$ cat src/rtl/core/rlps_pkg.sv
// Shared types and constants of the LED pulse serializer
package rlps_pkg;

  // configuration register indexes
  localparam logic [2:0] REG_BRIGHTNESS  = 3'd0;
  localparam logic [2:0] REG_COLOR_ORDER = 3'd1;
  localparam logic [2:0] REG_ZERO_HIGH   = 3'd2;
  localparam logic [2:0] REG_ONE_HIGH    = 3'd3;
  localparam logic [2:0] REG_BIT_PERIOD  = 3'd4;
  localparam logic [2:0] REG_RESET_LEN   = 3'd5;

  // wire color orders
  localparam logic [1:0] ORDER_RGB = 2'd0;
  localparam logic [1:0] ORDER_GRB = 2'd1;
  localparam logic [1:0] ORDER_BRG = 2'd2;
  localparam logic [1:0] ORDER_BGR = 2'd3;

  // register reset values
  localparam logic [7:0]  RST_BRIGHTNESS  = 8'd255;
  localparam logic [1:0]  RST_COLOR_ORDER = ORDER_GRB;
  localparam logic [7:0]  RST_ZERO_HIGH   = 8'd17;
  localparam logic [7:0]  RST_ONE_HIGH    = 8'd45;
  localparam logic [7:0]  RST_BIT_PERIOD  = 8'd63;
  localparam logic [15:0] RST_RESET_LEN   = 16'd2500;

  // segment sequence: 48 bit segments, then the optional latch segment
  localparam logic [5:0] SEG_LAST_BIT_IDX = 6'd47;
  localparam logic [5:0] SEG_RESET_IDX    = 6'd48;

  // rounding offset of round(b*c/255) = floor((b*c + 127) / 255)
  localparam logic [15:0] ROUND_OFS = 16'd127;

  // segment timing handed to the serializer
  typedef struct packed {
    logic [7:0]  zero_high;
    logic [7:0]  one_high;
    logic [7:0]  bit_period;
    logic [15:0] reset_len;
  } rlps_timing_t;

endpackage

$ cat src/rtl/core/rlps_pixel_if.sv
// Pixel request channel: valid/ready plus one pixel
interface rlps_pixel_if;
  logic       valid;
  logic       ready;
  logic [7:0] red;
  logic [7:0] green;
  logic [7:0] blue;
  logic       last_pixel;

  modport source (output valid, red, green, blue, last_pixel, input ready);
  modport sink   (input valid, red, green, blue, last_pixel, output ready);
endinterface

$ cat src/rtl/core/rlps_seg_if.sv
// Line segment request channel: valid/ready plus one segment
interface rlps_seg_if;
  logic        valid;
  logic        ready;
  logic        line_level;
  logic [15:0] duration;
  logic        last;

  modport source (output valid, line_level, duration, last, input ready);
  modport sink   (input valid, line_level, duration, last, output ready);
endinterface

$ cat src/rtl/core/rlps_lane.sv
// One color lane: brightness multiply, then divide-by-255 with rounding
module rlps_lane (
  input  logic       clk,
  input  logic       en,
  input  logic [7:0] chan,
  input  logic [7:0] bright,
  output logic [7:0] scaled
);
  import rlps_pkg::*;

  logic [15:0] prod_r;
  logic [15:0] y;
  logic [16:0] q_full;

  // stage 1: product
  always_ff @(posedge clk) begin
    if (en) begin
      prod_r <= chan * bright;
    end
  end

  // floor(y/255) for y < 65535 as (y + (y>>8) + 1) >> 8
  assign y      = prod_r + ROUND_OFS;
  assign q_full = {1'b0, y} + {9'd0, y[15:8]} + 17'd1;
  assign scaled = q_full[15:8];
endmodule

$ cat src/rtl/core/rlps_merge.sv
// Merge stage: put the three lane results in wire order
module rlps_merge (
  input  logic        clk,
  input  logic        en,
  input  logic [7:0]  red,
  input  logic [7:0]  green,
  input  logic [7:0]  blue,
  input  logic [1:0]  color_order,
  output logic [23:0] word
);
  import rlps_pkg::*;

  logic [23:0] word_r;
  logic [23:0] word_nxt;

  // channel order on the wire, first byte in the top bits
  always_comb begin
    unique case (color_order)
      ORDER_RGB: word_nxt = {red, green, blue};
      ORDER_GRB: word_nxt = {green, red, blue};
      ORDER_BRG: word_nxt = {blue, red, green};
      ORDER_BGR: word_nxt = {blue, green, red};
      default:   word_nxt = {green, red, blue};
    endcase
  end

  always_ff @(posedge clk) begin
    if (en) begin
      word_r <= word_nxt;
    end
  end

  assign word = word_r;
endmodule

$ cat src/rtl/core/rlps_serializer.sv
// Serializer: turns a 24-bit word into high/low segments, one per cycle unless out_seg stalls
module rlps_serializer (
  input  logic                  clk,
  input  logic                  rst_n,
  input  logic                  load_valid,
  output logic                  load_ready,
  input  logic [23:0]           word,
  input  logic                  last_px,
  input  rlps_pkg::rlps_timing_t tm,
  rlps_seg_if.source            out_seg
);
  import rlps_pkg::*;

  logic        busy_r;
  logic [5:0]  cnt_r;
  logic [23:0] word_r;
  logic        lastpx_r;
  logic        ov_r;
  logic        lvl_r;
  logic [15:0] dur_r;
  logic        olast_r;

  logic        out_adv;
  logic        emit;
  logic        has_rst;
  logic        is_final;
  logic [7:0]  hi;
  logic [7:0]  lo;
  logic        seg_lvl;
  logic [15:0] seg_dur;

  assign out_adv    = !ov_r || out_seg.ready;
  assign emit       = busy_r && out_adv;
  assign has_rst    = lastpx_r && (tm.reset_len != 16'd0);
  assign is_final   = cnt_r == (has_rst ? SEG_RESET_IDX : SEG_LAST_BIT_IDX);
  assign load_ready = !busy_r || (emit && is_final);

  // segment of the current count: even = high part, odd = low part, index 48 = latch
  assign hi = word_r[23] ? tm.one_high : tm.zero_high;
  assign lo = (tm.bit_period > hi) ? (tm.bit_period - hi) : 8'd0;

  always_comb begin
    if (cnt_r == SEG_RESET_IDX) begin
      seg_lvl = 1'b0;
      seg_dur = tm.reset_len;
    end else if (!cnt_r[0]) begin
      seg_lvl = 1'b1;
      seg_dur = {8'd0, hi};
    end else begin
      seg_lvl = 1'b0;
      seg_dur = {8'd0, lo};
    end
  end

  // sequencing and output register
  always_ff @(posedge clk) begin
    if (!rst_n) begin
      busy_r <= 1'b0;
      ov_r   <= 1'b0;
    end else begin
      if (emit) begin
        ov_r    <= 1'b1;
        lvl_r   <= seg_lvl;
        dur_r   <= seg_dur;
        olast_r <= is_final;
      end else if (out_adv) begin
        ov_r <= 1'b0;
      end
      // new word takes over once the last segment is out
      if (load_valid && load_ready) begin
        busy_r   <= 1'b1;
        cnt_r    <= 6'd0;
        word_r   <= word;
        lastpx_r <= last_px;
      end else begin
        if (emit) begin
          cnt_r <= cnt_r + 6'd1;
          if (cnt_r[0]) begin
            word_r <= {word_r[22:0], 1'b0};
          end
        end
        if (emit && is_final) begin
          busy_r <= 1'b0;
        end
      end
    end
  end

  assign out_seg.valid      = ov_r;
  assign out_seg.line_level = lvl_r;
  assign out_seg.duration   = dur_r;
  assign out_seg.last       = olast_r;
endmodule

$ cat src/rtl/core/rgb_led_pulse_serializer.sv
// Top level of the LED pulse serializer
//
//   port      dir   handshake      content
//   in_px     in    valid/ready    red, green, blue, last_pixel
//   out_seg   out   valid/ready    line_level, duration, last
//   cfg_*     in    write enable   register index, write data
//
// Each pixel yields 48 segments, or 49 with the latch segment, one per cycle
// while out_seg is not stalled; the serializer's segment counter steps them.
// Pixel entry to first segment: multiply, merge, load and output registers.
// The next pixel waits, scaled, in the merge stage while one is serialized.
// A stalled output holds its segment; rst_n is synchronous and active low.
module rgb_led_pulse_serializer (
  input  logic        clk,
  input  logic        rst_n,
  rlps_pixel_if.sink  in_px,
  rlps_seg_if.source  out_seg,
  input  logic        cfg_we,
  input  logic [2:0]  cfg_index,
  input  logic [15:0] cfg_wdata
);
  import rlps_pkg::*;

  logic [7:0]  brightness_r;
  logic [1:0]  color_order_r;
  logic [7:0]  zero_high_r;
  logic [7:0]  one_high_r;
  logic [7:0]  bit_period_r;
  logic [15:0] reset_len_r;

  logic        v1_r;
  logic        v2_r;
  logic        last1_r;
  logic        last2_r;
  logic        adv1;
  logic        adv2;
  logic        in_fire;
  logic        ser_ready;
  logic [7:0]  red_s;
  logic [7:0]  green_s;
  logic [7:0]  blue_s;
  logic [23:0] word;
  rlps_timing_t tm;

  // configuration registers
  always_ff @(posedge clk) begin
    if (!rst_n) begin
      brightness_r  <= RST_BRIGHTNESS;
      color_order_r <= RST_COLOR_ORDER;
      zero_high_r   <= RST_ZERO_HIGH;
      one_high_r    <= RST_ONE_HIGH;
      bit_period_r  <= RST_BIT_PERIOD;
      reset_len_r   <= RST_RESET_LEN;
    end else if (cfg_we) begin
      unique case (cfg_index)
        REG_BRIGHTNESS:  brightness_r  <= cfg_wdata[7:0];
        REG_COLOR_ORDER: color_order_r <= cfg_wdata[1:0];
        REG_ZERO_HIGH:   zero_high_r   <= cfg_wdata[7:0];
        REG_ONE_HIGH:    one_high_r    <= cfg_wdata[7:0];
        REG_BIT_PERIOD:  bit_period_r  <= cfg_wdata[7:0];
        REG_RESET_LEN:   reset_len_r   <= cfg_wdata;
        default: ;
      endcase
    end
  end

  assign tm = '{zero_high:  zero_high_r,
                one_high:   one_high_r,
                bit_period: bit_period_r,
                reset_len:  reset_len_r};

  // pipeline flow control
  assign adv2        = !v2_r || ser_ready;
  assign adv1        = !v1_r || adv2;
  assign in_px.ready = adv1;
  assign in_fire     = in_px.valid && adv1;

  always_ff @(posedge clk) begin
    if (!rst_n) begin
      v1_r <= 1'b0;
      v2_r <= 1'b0;
    end else begin
      if (adv1) begin
        v1_r <= in_px.valid;
      end
      if (adv2) begin
        v2_r <= v1_r;
      end
    end
  end

  always_ff @(posedge clk) begin
    if (in_fire) begin
      last1_r <= in_px.last_pixel;
    end
    if (adv2 && v1_r) begin
      last2_r <= last1_r;
    end
  end

  // three lanes in parallel
  rlps_lane u_lane_r (
    .clk(clk), .en(in_fire), .chan(in_px.red), .bright(brightness_r), .scaled(red_s)
  );
  rlps_lane u_lane_g (
    .clk(clk), .en(in_fire), .chan(in_px.green), .bright(brightness_r), .scaled(green_s)
  );
  rlps_lane u_lane_b (
    .clk(clk), .en(in_fire), .chan(in_px.blue), .bright(brightness_r), .scaled(blue_s)
  );

  rlps_merge u_merge (
    .clk         (clk),
    .en          (adv2 && v1_r),
    .red         (red_s),
    .green       (green_s),
    .blue        (blue_s),
    .color_order (color_order_r),
    .word        (word)
  );

  rlps_serializer u_ser (
    .clk        (clk),
    .rst_n      (rst_n),
    .load_valid (v2_r),
    .load_ready (ser_ready),
    .word       (word),
    .last_px    (last2_r),
    .tm         (tm),
    .out_seg    (out_seg)
  );
endmodule

$ cat src/flat_wrapper.sv
// flat-port wrapper written by rule: the top's interface ports become plain ports
module rgb_led_pulse_serializer_flat import rlps_pkg::*;
  (clk, rst_n, cfg_we, cfg_index, cfg_wdata, in_px_valid, in_px_red, in_px_green, in_px_blue, in_px_last_pixel, in_px_ready, out_seg_valid, out_seg_line_level, out_seg_duration, out_seg_last, out_seg_ready);
  rlps_pixel_if in_px_i ();
  rlps_seg_if out_seg_i ();
  input  logic clk;
  input  logic rst_n;
  input  logic cfg_we;
  input  logic [2:0] cfg_index;
  input  logic [15:0] cfg_wdata;
  input wire logic [$bits(in_px_i.valid)-1:0] in_px_valid;
  input wire logic [$bits(in_px_i.red)-1:0] in_px_red;
  input wire logic [$bits(in_px_i.green)-1:0] in_px_green;
  input wire logic [$bits(in_px_i.blue)-1:0] in_px_blue;
  input wire logic [$bits(in_px_i.last_pixel)-1:0] in_px_last_pixel;
  output wire logic [$bits(in_px_i.ready)-1:0] in_px_ready;
  output wire logic [$bits(out_seg_i.valid)-1:0] out_seg_valid;
  output wire logic [$bits(out_seg_i.line_level)-1:0] out_seg_line_level;
  output wire logic [$bits(out_seg_i.duration)-1:0] out_seg_duration;
  output wire logic [$bits(out_seg_i.last)-1:0] out_seg_last;
  input wire logic [$bits(out_seg_i.ready)-1:0] out_seg_ready;
  assign in_px_i.valid = in_px_valid;
  assign in_px_i.red = in_px_red;
  assign in_px_i.green = in_px_green;
  assign in_px_i.blue = in_px_blue;
  assign in_px_i.last_pixel = in_px_last_pixel;
  assign in_px_ready = in_px_i.ready;
  assign out_seg_valid = out_seg_i.valid;
  assign out_seg_line_level = out_seg_i.line_level;
  assign out_seg_duration = out_seg_i.duration;
  assign out_seg_last = out_seg_i.last;
  assign out_seg_i.ready = out_seg_ready;
  rgb_led_pulse_serializer u_core (.clk(clk), .rst_n(rst_n), .in_px(in_px_i), .out_seg(out_seg_i), .cfg_we(cfg_we), .cfg_index(cfg_index), .cfg_wdata(cfg_wdata));
endmodule
$ cat config.mk
export PLATFORM = sky130hd
export DESIGN_NAME = rgb_led_pulse_serializer_flat
export DESIGN_NICKNAME = d
export VERILOG_FILES = /design/src/rtl/core/rlps_pkg.sv /design/src/rtl/core/rlps_pixel_if.sv /design/src/rtl/core/rlps_seg_if.sv /design/src/rtl/core/rlps_lane.sv /design/src/rtl/core/rlps_merge.sv /design/src/rtl/core/rlps_serializer.sv /design/src/rtl/core/rgb_led_pulse_serializer.sv /design/src/flat_wrapper.sv
export SDC_FILE = /design/constraint.sdc
export NUM_CORES = 1
export LEC_CHECK = 0
export ABC_AREA = 1
export BUFFER_PORTS_ARGS = -buffer_cell sky130_fd_sc_hd__buf_2
export CORE_MARGIN = 1.5
export CORE_UTILIZATION = 55
export DETAILED_ROUTE_END_ITERATION = 6
export PLACE_DENSITY_LB_ADDON = 0.15
export SLEW_MARGIN = 20
export SYNTH_ARGS = -nofsm -noshare
export SYNTH_HDL_FRONTEND = slang
export SYNTH_HIERARCHICAL = 1
export SYNTH_SLANG_ARGS = --single-unit
$ cat constraint.sdc
create_clock -name clk -period 6.5 [get_ports clk]
set_input_delay 1.95 -clock clk [delete_from_list [all_inputs] [get_ports clk]]
set_output_delay 1.95 -clock clk [all_outputs]
set_load 0.1 [all_outputs]
==> flow_metrics.tcl, run 1 <==
set metrics [dict create \
    cpMaxStageDelayCell "fa_1" \
    grt_pass1_vias 13841 \
    yosysUniqueCellTypes 51 \
    drv_slew 0 \
    multi_input_area_mm2 0.0102 \
    drt-wirelength-per-cell_um 13.1 \
    core-area_mm2 0.0307 \
    rsz0062_at_grt "false" \
    cts_setup_buffers 0 \
    grt_max_degree 54 \
    die_h_um 180 \
    synth_edf_count 123 \
    endpoint_kind "register" \
    overflow 0 \
    start_kind "primary input" \
    slew_headroom 0.301 \
    htree_levels 4 \
    fin_crit_sh 0.852 \
    ys_seq_elements 177 \
    clockRootBuffer "clkbuf_16" \
    hold_violations 0 \
    ys_seq_area_frac 0.278 \
    worst-path-max-fanout 8 \
    crit_buf_inv 4 \
    crit_path_frequent_cell "fa_1" \
    antenna_found_initial 1 \
    ant_nets 0 \
    viasPerCell 5.06 \
    synthArstFlopShare 0 \
    path_clk_slew_ns 0.07 \
    die-area_mm2 0.0323 \
    status "complete, no violations" \
    route.detailed.drc 0 \
    syn_nets 2601 \
    port_buffers 68 \
    cts_sinks 177 \
    drtIter0Drc 769 \
    power_density_mw_per_mm2 416 \
    synth_ff_type "edfxtp_1" \
    dr.pass1.iters 5 \
    critPathKind "primary input to register" \
    routed_wirelength_um 35900 \
    drive_above_1_share 0.104 \
    num_rows 64 \
    nFillCells 2880 \
    cpPeakStageDelay_ns 0.54 \
    finalSetupViolCount 0 \
    syn_inst 2301 \
    fin_skew_ns 0.0113 \
    yosysWarnings 6 \
    area_growth_pct 6.83 \
    cts_tree "built" \
    worstPathArrival_ns 5.72 \
    regArea_mm2 0.00477 \
    grt_pass1_wl_um 62900 \
    gp_congestion 0.906 \
    syn-cell-area_mm2 0.0172 \
    total_leakage_power_nw 10.2 \
    critical_path_required_ns 6.68 \
    ctsResizeCount 0 \
    ios 69 \
    grt_use_total 0.232 \
    power.total_w 0.00763 \
    peakVddDrop_v 0.000233 \
    drv_cap 0 \
    die_x_um 180 \
    hold_ws_ns 0.428 \
    finalNetCount 2632 \
    fmax_mhz 181 \
    crit_chain "buf_2 > nand2_1 > inv_1 > fa_1 > inv_1 > fa_1 > fa_1 > fa_1 > inv_1 > ha_1 > a21oi_1 > a21boi_0 > o21ai_0 > a31oi_1 > xor2_1" \
    timing.setup.tns_ns 0 \
    hold_path_class "register to register" \
    clock_path_buffers 2 \
    tightestPinTransition_ns 1.05 \
    syn_area_per_cell_um2 7.47 \
    hold_buffers 0 \
    start_util 0.560 \
    insertion_delay_ns 0.43 \
    dp_hpwl_um 28700 \
    path_delay_family "adder cells" \
    dr_total_vias 13867 \
    numCtsBuffers 17 \
    min_period_ns 5.54 \
]
[path summary, 6_finish.rpt]
kind                                       startpoint                                   end  slack (ns)  depth (start not counted)
setup reg to reg  u_core/brightness_r[4]$_SDFFE_PN1P_  u_core/u_lane_b/prod_r[13]$_DFFE_PP_        1.59                         16
setup / recovery                       in_px_green[3]  u_core/u_lane_g/prod_r[12]$_DFFE_PP_        0.96                         15
hold / removal               u_core/last2_r$_DFFE_PP_       u_core/u_ser/lastpx_r$_DFFE_PP_        0.43                          0
hold reg to reg              u_core/last2_r$_DFFE_PP_       u_core/u_ser/lastpx_r$_DFFE_PP_        0.43                          0
[worst register-to-register path: stages (launching register included)]
cell      delay, ns
dfxtp_1        0.99
buf_4          0.28
nand2_1        0.05
inv_1          0.08
fa_1           0.43
ha_1           0.30
inv_1          0.05
fa_1           0.50
fa_1           0.55
inv_1          0.04
ha_1           0.34
nand2_1        0.07
o21ai_1        0.28
a21boi_0       0.20
o21ai_1        0.23
a31oi_1        0.13
xor2_1         0.16
[Yosys cell counts, drive strengths merged, types with 32 or more instances]
| cell | n | area share |
|---|---|---|
| nand2 | 717 | 0.17 |
| inv | 499 | 0.11 |
| nor2 | 188 | 0.048 |
| nand3 | 163 | 0.053 |
| ha | 142 | 0.10 |
| edfxtp | 123 | 0.22 |
| fa | 109 | 0.13 |
| a21oi | 54 | 0.016 |
| clkbuf | 54 | 0.012 |
| dfxtp | 54 | 0.063 |
| xor2 | 53 | 0.027 |
| o21ai | 32 | 0.0093 |
[flip-flops by register name (all words and copies together), names as in the netlist, 2 cells and up]
name	flops
u_core/u_lane_b/prod_r	16
u_core/u_ser/word_r	24
u_core/one_high_r	8
u_core/brightness_r	8
u_core/bit_period_r	8
u_core/u_lane_r/prod_r	16
u_core/zero_high_r	8
u_core/u_merge/word	24
u_core/reset_len_r	16
u_core/color_order_r	2
u_core/u_ser/cnt_r	6
u_core/u_ser/out_seg.duration	16
u_core/u_lane_g/prod_r	16
[stage by stage]
stage | instance area [um^2] | utilization | setup WS (ns) | instances
4_1_cts | 18400 | 0.598 | 0.988 | 2741
6_report | 18400 | 0.598 | 0.962 | 2742
3_5_place_dp | 17800 | 0.580 | 0.522 | 2709
2_1_floorplan | 17200 | - | 0.713 | 2301
5_1_grt | 18400 | 0.598 | 0.664 | 2742
3_3_place_gp | 17800 | 0.580 | 0.601 | 2709
[routing by layer]
metal / part of all wire / routed length (um) / vias to the layer above / global-route usage
li1: - / - / 7086 / -
met1: 0.47 / 16900 / 6441 / 0.302
met2: 0.48 / 17200 / 308 / 0.407
met3: 0.041 / 1490 / 32 / 0.0326
met4: 0.012 / 418 / 0 / 0.0543
met5: 0 / 0 / - / 0
[kinds of logic (layout without fill, tap and decap cells)]
| kind of cell | Yosys count | count (layout) | share of synthesized area |
|---|---|---|---|
| xor+xnor | 66 | 66 | 0.0336 |
| other cells | 0 | 1 | 0 |
| simple gates | 1111 | 1111 | 0.285 |
| compound gates | 116 | 116 | 0.0383 |
| buf+inv | 572 | 616 | 0.130 |
| mux | 8 | 8 | 0.00473 |
| flops | 177 | 177 | 0.278 |
| fa+ha+maj | 251 | 251 | 0.230 |
[cells in the final DEF (no fill, tap or decap), drive strengths merged]
cell      n
nand2   717
inv     506
nor2    188
nand3   163
ha      142
edfxtp  123
fa      109
buf      81
dfxtp    54
a21oi    54
xor2     53
o21ai    32
nand4    21
clkbuf   21
xnor2    13
nor3     10
a31oi     8
clkinv    8
a21boi    7
o21bai    7
mux2i     7
nand3b    5
or2       3
a21o      3
o211ai    3
and2      3
diode     1
a211oi    1
mux2      1
and3      1
a221oi    1
[layout make-up]
| cell class | count | area share |
|---|---|---|
| Antenna cell | 1 | 0.000136 |
| Clock buffer | 21 | 0.0262 |
| Clock inverter | 11 | 0.00504 |
| Inverter | 503 | 0.103 |
| Multi-Input combinational cell | 1552 | 0.554 |
| Sequential cell | 177 | 0.260 |
| Tap cell | 396 | 0.0270 |
| Timing Repair Buffer | 81 | 0.0239 |
[power breakdown]
group          internal, W  total (W)  switching [W]
clock             0.000543   0.000992       0.000449
sequential         0.00166    0.00183       0.000175
combinational      0.00179    0.00480        0.00301
total              0.00399    0.00763        0.00363
Power figures use the tool's default switching activity.
==> inputs of run 2 (changes only) <==
==> constraint.sdc (replaced) <==
create_clock -name clk -period 6.5 [get_ports clk]
set_input_delay 1.3 -clock clk [delete_from_list [all_inputs] [get_ports clk]]
set_output_delay 1.3 -clock clk [all_outputs]
set_load 0.1 [all_outputs]
==> run 2 against run 1 <==
  * Maximum frequency increased by 13%
  * Global-route usage decreased by 0.23 points
  * Setup slack improved by 0.64 ns
  * Wire length decreased by 1.3%
  * Register-to-register slack improved by 0.07 ns
  * Via count decreased by 0.19%
  * Final area about the same
  * Clock skew decreased by 0.0016 ns
  * Largest cell class unchanged
==> flow_metrics.tcl, run 2 (synthesis results as in run 1) <==
set metrics [dict create \
    die_h_um 180 \
    cts_setup_buffers 0 \
    m1WireLength_um 16600 \
    worstPathArrival_ns 5.07 \
    grt_max_degree 54 \
    ios 69 \
    overflow 0 \
    total_leakage_power_nw 10.2 \
    final_common_cell "nand2_1" \
    dr_total_vias 13841 \
    status "complete, no violations" \
    drive_above_1_share 0.104 \
    placed_area_mm2 0.0178 \
    route.detailed.drc 0 \
    area_growth_pct 6.82 \
    place_ws_ns 1.16 \
    holdPathStages 0 \
    critPathKind "primary input to register" \
    wl_met2_um 17000 \
    gp_congestion 0.906 \
    finalNetCount 2632 \
    finalSetupViolCount 0 \
    routed_wirelength_um 35500 \
    dp_hpwl_um 28600 \
    fmax_mhz 204 \
    timing.setup.tns_ns 0 \
    route.top_layer_used "met4" \
    hold_violations 0 \
    drv_slew 0 \
    drtIter0Drc 854 \
    wl_met3_um 1500 \
    fin_util 0.598 \
    clockRootBuffer "clkbuf_16" \
    grt_pass1_wl_um 62300 \
    cts_sinks 177 \
    cts_tree "built" \
    grt_pass1_vias 13617 \
    fin_ws_ns 1.61 \
    cpPeakStageDelay_ns 0.55 \
    final_cell_mix "nand2_1 (664), inv_1 (473), nor2_1 (162)" \
    htree_levels 4 \
    drt-wirelength-per-cell_um 12.9 \
    start_util 0.560 \
    endpoint_kind "register" \
    start_kind "primary input" \
    fin_crit_sh 0.753 \
    numCtsBuffers 17 \
    path_clk_slew_ns 0.07 \
    min_period_ns 4.89 \
    clock_path_buffers 2 \
    die_x_um 180 \
    die-area_mm2 0.0323 \
    dr.pass1.iters 5 \
    antennaDiodeCount 0 \
    viasPerCell 5.05 \
    num_rows 64 \
    drv_cap 0 \
    ctsResizeCount 0 \
    crit_path_frequent_cell "fa_1" \
    timing.reg2reg.worst_path_depth 16 \
    slew_headroom 0.295 \
    crit_chain "buf_2 > nand2_1 > inv_1 > fa_1 > inv_1 > fa_1 > fa_1 > fa_1 > inv_1 > ha_1 > a21oi_1 > a21boi_0 > o21ai_0 > a31oi_1 > xor2_1" \
    rsz0062_at_grt "false" \
    worst-path-max-fanout 8 \
    hold_buffers 0 \
    fin_skew_ns 0.00962 \
    critical_path_required_ns 6.68 \
    antenna_found_initial 0 \
    port_buffers 68 \
    hold_ws_ns 0.436 \
    cpMaxStageDelayCell "fa_1" \
    grt_use_total 0.229 \
    tightestPinTransition_ns 1.06 \
    ant_nets 0 \
    hold_path_class "register to register" \
    insertion_delay_ns 0.44 \
    stdcell_area_mm2 0.0184 \
    peakVddDrop_v 0.000242 \
    power_density_mw_per_mm2 415 \
    core-area_mm2 0.0307 \
]
run 2: path summary, 6_finish.rpt:
| kind | start | slack [ns] | end |
|---|---|---|---|
| worst max-delay path | in_px_red[5] | 1.61 | u_core/u_lane_r/prod_r[12]$_DFFE_PP_ |
| worst max register to register | u_core/brightness_r[4]$_SDFFE_PN1P_ | 1.66 | u_core/u_lane_b/prod_r[13]$_DFFE_PP_ |
| worst min register to register | u_core/last2_r$_DFFE_PP_ | 0.44 | u_core/u_ser/lastpx_r$_DFFE_PP_ |
| worst min-delay path | u_core/last2_r$_DFFE_PP_ | 0.44 | u_core/u_ser/lastpx_r$_DFFE_PP_ |
run 2: per-layer routing:
metal | global-route usage | up-vias
met5 | 0 | -
met4 | 0.0507 | 0
met3 | 0.0302 | 24
met2 | 0.400 | 293
met1 | 0.304 | 6442
li1 | - | 7082
run 2: where the power goes:
group / internal, W / switching, W
sequential: 0.00166 / 0.000172
clock: 0.000543 / 0.000451
combinational: 0.00179 / 0.00299
total: 0.00399 / 0.00362
run 2: area by class of cell:
type | count | area [um^2]
clock buffer | 21 | 482
clock inverter | 11 | 92.6
fill | 2879 | 12300
inverter | 503 | 1890
multi-input combinational | 1552 | 10200
sequential | 177 | 4770
tap | 396 | 495
timing repair buffer | 81 | 438
run 2: worst max-delay path: cells and delay by family:
family                   cells  cell delay, ns
buffers and inverters        4            0.35
AND/OR/NAND/NOR              1            0.09
XOR/XNOR                     1            0.10
adder cells (fa/ha/maj)      5            2.33
AO/OA/AOI/OAI                4            0.91
run 2: metrics by stage:
stage | instances | total power (W)
after detailed placement | 2709 | 0.00662
final | 2741 | 0.00761
after floorplan | 2301 | 0.00561
after global placement | 2709 | 0.00654
after global routing | 2741 | 0.00846
after CTS | 2741 | 0.00763
==> inputs of run 3 (changes only) <==
ABC_AREA = 0   (was 1)
clock period = 4.7 ns   (was 6.5 ns; I/O delays follow)
==> run 3 against run 2 <==
  * Die area shrank 6.5%
  * Wire length shrank 8.5%
  * Synthesized cell count shrank 31%
  * Register-to-register slack lost 1.4 ns
  * Setup slack lost 1.4 ns
  * Synthesized area shrank 6.7%
  * Critical path depth is the same
  * Cell count shrank 22%
  * Sequential share of layout area grew 0.31 points
  * Power grew 38%
  * Critical endpoint is now u_core/u_lane_g/prod_r[14]$_DFFE_PP_
==> flow_metrics.tcl, run 3 <==
set metrics [dict create \
    path_clk_slew_ns 0.07 \
    grt_pass1_wl_um 56000 \
    clock_path_buffers 2 \
    finalSetupViolCount 0 \
    yosysWarnings 6 \
    cts_sinks 177 \
    die_h_um 174 \
    tightestPinTransition_ns 1.12 \
    synth_top_area_cell "edfxtp_1" \
    regArea_mm2 0.00477 \
    synth.most_common_cell "inv_1" \
    hold_path_class "register to register" \
    multi_input_area_mm2 0.0104 \
    drive_above_1_share 0.161 \
    nFillCells 2349 \
    min_period_ns 4.54 \
    start_kind "primary input" \
    gp_congestion 0.841 \
    syn-cell-area_mm2 0.0160 \
    critical_path_required_ns 4.88 \
    ys_top_cells_by_area "edfxtp_1 (23%), fa_1 (14%), ha_1 (11%)" \
    status "complete, no violations" \
    ys_seq_elements 177 \
    cts_tree "built" \
    synth_ff_type "edfxtp_1" \
    ys_seq_area_frac 0.298 \
    dr.pass1.iters 5 \
    antennaDiodeCount 0 \
    syn_area_per_cell_um2 10.0 \
    worst-path-max-fanout 5 \
    antenna_found_initial 0 \
    ant_nets 0 \
    r2r_start "u_core/brightness_r[7]$_SDFFE_PN1P_" \
    viasPerCell 5.32 \
    drt-wirelength-per-cell_um 15.2 \
    slew_headroom 0.252 \
    yosysUniqueCellTypes 85 \
    fmax_mhz 220 \
    ios 69 \
    synthArstFlopShare 0 \
    min_from "u_core/last1_r$_DFFE_PP_" \
    power.total_w 0.0105 \
    final_common_cell "inv_1" \
    fin_ws_ns 0.161 \
    critPathKind "primary input to register" \
    syn_inst 1596 \
    dr_total_vias 11388 \
    final_cell_mix "inv_1 (207), and2_1 (164), ha_1 (139)" \
    route.detailed.drc 0 \
    drtIter0Drc 564 \
    stdcell_area_mm2 0.0181 \
    area_growth_pct 13.1 \
    grt_use_total 0.225 \
    insertion_delay_ns 0.44 \
    start_util 0.559 \
    synth_top_area_share 0.230 \
    drv_cap 0 \
    place_ws_ns -0.315 \
    syn_nets 1896 \
    overflow 0 \
    worstPathArrival_ns 4.72 \
    dp_hpwl_um 25500 \
    ys_top_cells_by_count "inv_1 (208), and2_1 (165), ha_1 (142), edfxtp_1 (123), nand2_1 (121)" \
    grt_max_degree 60 \
    finalNetCount 2044 \
    synth_edf_count 123 \
    port_buffers 68 \
    clockRootBuffer "clkbuf_16" \
    endpoint_kind "register" \
    core-area_mm2 0.0287 \
    routed_wirelength_um 32500 \
    setup.worst_path.start "in_px_green[3]" \
    fin_crit_sh 0.966 \
    rsz0062_at_grt "false" \
    fin_util 0.632 \
    num_rows 62 \
    htree_levels 4 \
    peakVddDrop_v 0.000301 \
    hold_violations 0 \
    total_leakage_power_nw 8.05 \
    power_density_mw_per_mm2 577 \
    numCtsBuffers 17 \
    fin_skew_ns 0.0104 \
    die-area_mm2 0.0302 \
    die_x_um 174 \
    placed_area_mm2 0.0175 \
    grt_pass1_vias 11577 \
    drv_slew 0 \
]
-- run 3: changes by cell type after synthesis, moves of 27 or more --
cell,previous run,this run
nand3_1,146,21
nor2b_1,0,49
and2_1,2,165
clkbuf_1,54,19
nor2_1,162,55
mux2i_1,7,77
nand2_2,46,1
inv_1,474,208
o21ai_0,24,51
nand2_1,664,121
xnor2_1,13,55
-- run 3: per-layer routing --
metal | vias up | part of all wire | track usage
met3 | 34 | 0.031 | 0.0259
met1 | 5437 | 0.48 | 0.307
li1 | 5725 | - | -
met2 | 192 | 0.47 | 0.384
met4 | 0 | 0.016 | 0.0564
met5 | - | 0 | 0
-- run 3: cell type report --
| type | instances | share of cell area |
|---|---|---|
| multi-input combinational | 1176 | 0.572 |
| sequential | 177 | 0.263 |
| timing repair buffer | 164 | 0.0620 |
| inverter | 208 | 0.0431 |
| tap | 384 | 0.0265 |
| clock buffer | 17 | 0.0235 |
| clock inverter | 15 | 0.00966 |
-- run 3: worst max-delay path, cell delays in order --
cell and delay [ns]:
buf_2 0.12, and2_1 0.17, fa_1 0.53, inv_1 0.05
fa_1 0.49, fa_1 0.42, fa_1 0.49, inv_1 0.06
ha_4 0.24, o21a_1 0.18, o21a_1 0.22, a2111oi_4 0.38
o31ai_1 0.13, a21oi_1 0.18, xnor2_1 0.10
-- run 3: stage by stage --
step                      hold WS [ns]  std cells  setup TNS [ns]
final                            0.416       2141               0
after global routing             0.422       2141               0
after CTS                        0.421       2141               0
after detailed placement         0.407       2109           -2.93
after global placement           0.400       2109           -1.85
after floorplan                  0.400       1596               0
-- run 3: timing repair --
item	in CTS	in global routing
hold buffers	0	0
setup buffers	0	0
endpoints found under the setup margin	0	2
gates resized for setup	0	3
-- run 3: kinds of logic (layout without fill, tap and decap cells) --
kind of cell / after synthesis / count (layout) / synth area share
AO/OA/AOI/OAI: 197 / 197 / 0.0823
XOR/XNOR: 83 / 83 / 0.0465
adder cells (fa/ha/maj): 251 / 251 / 0.247
buffers and inverters: 243 / 404 / 0.0620
flip-flops: 177 / 177 / 0.298
multiplexers: 109 / 109 / 0.0755
AND/OR/NAND/NOR: 536 / 536 / 0.189
-- run 3: final timing paths --
kind / endpoint / slack, ns / cells past startpoint
hold / removal: u_core/last2_r$_DFFE_PP_ / 0.42 / 0
setup / recovery: u_core/u_lane_g/prod_r[14]$_DFFE_PP_ / 0.16 / 15
setup reg to reg: u_core/u_lane_r/prod_r[14]$_DFFE_PP_ / 0.26 / 15
hold reg to reg: u_core/last2_r$_DFFE_PP_ / 0.42 / 0
-- run 3: where the power goes --
group	switching (W)	internal [W]	total [W]
clock network	0.000687	0.000726	0.00141
logic	0.00343	0.00312	0.00655
registers	0.000245	0.00226	0.00251
total	0.00436	0.00611	0.0105
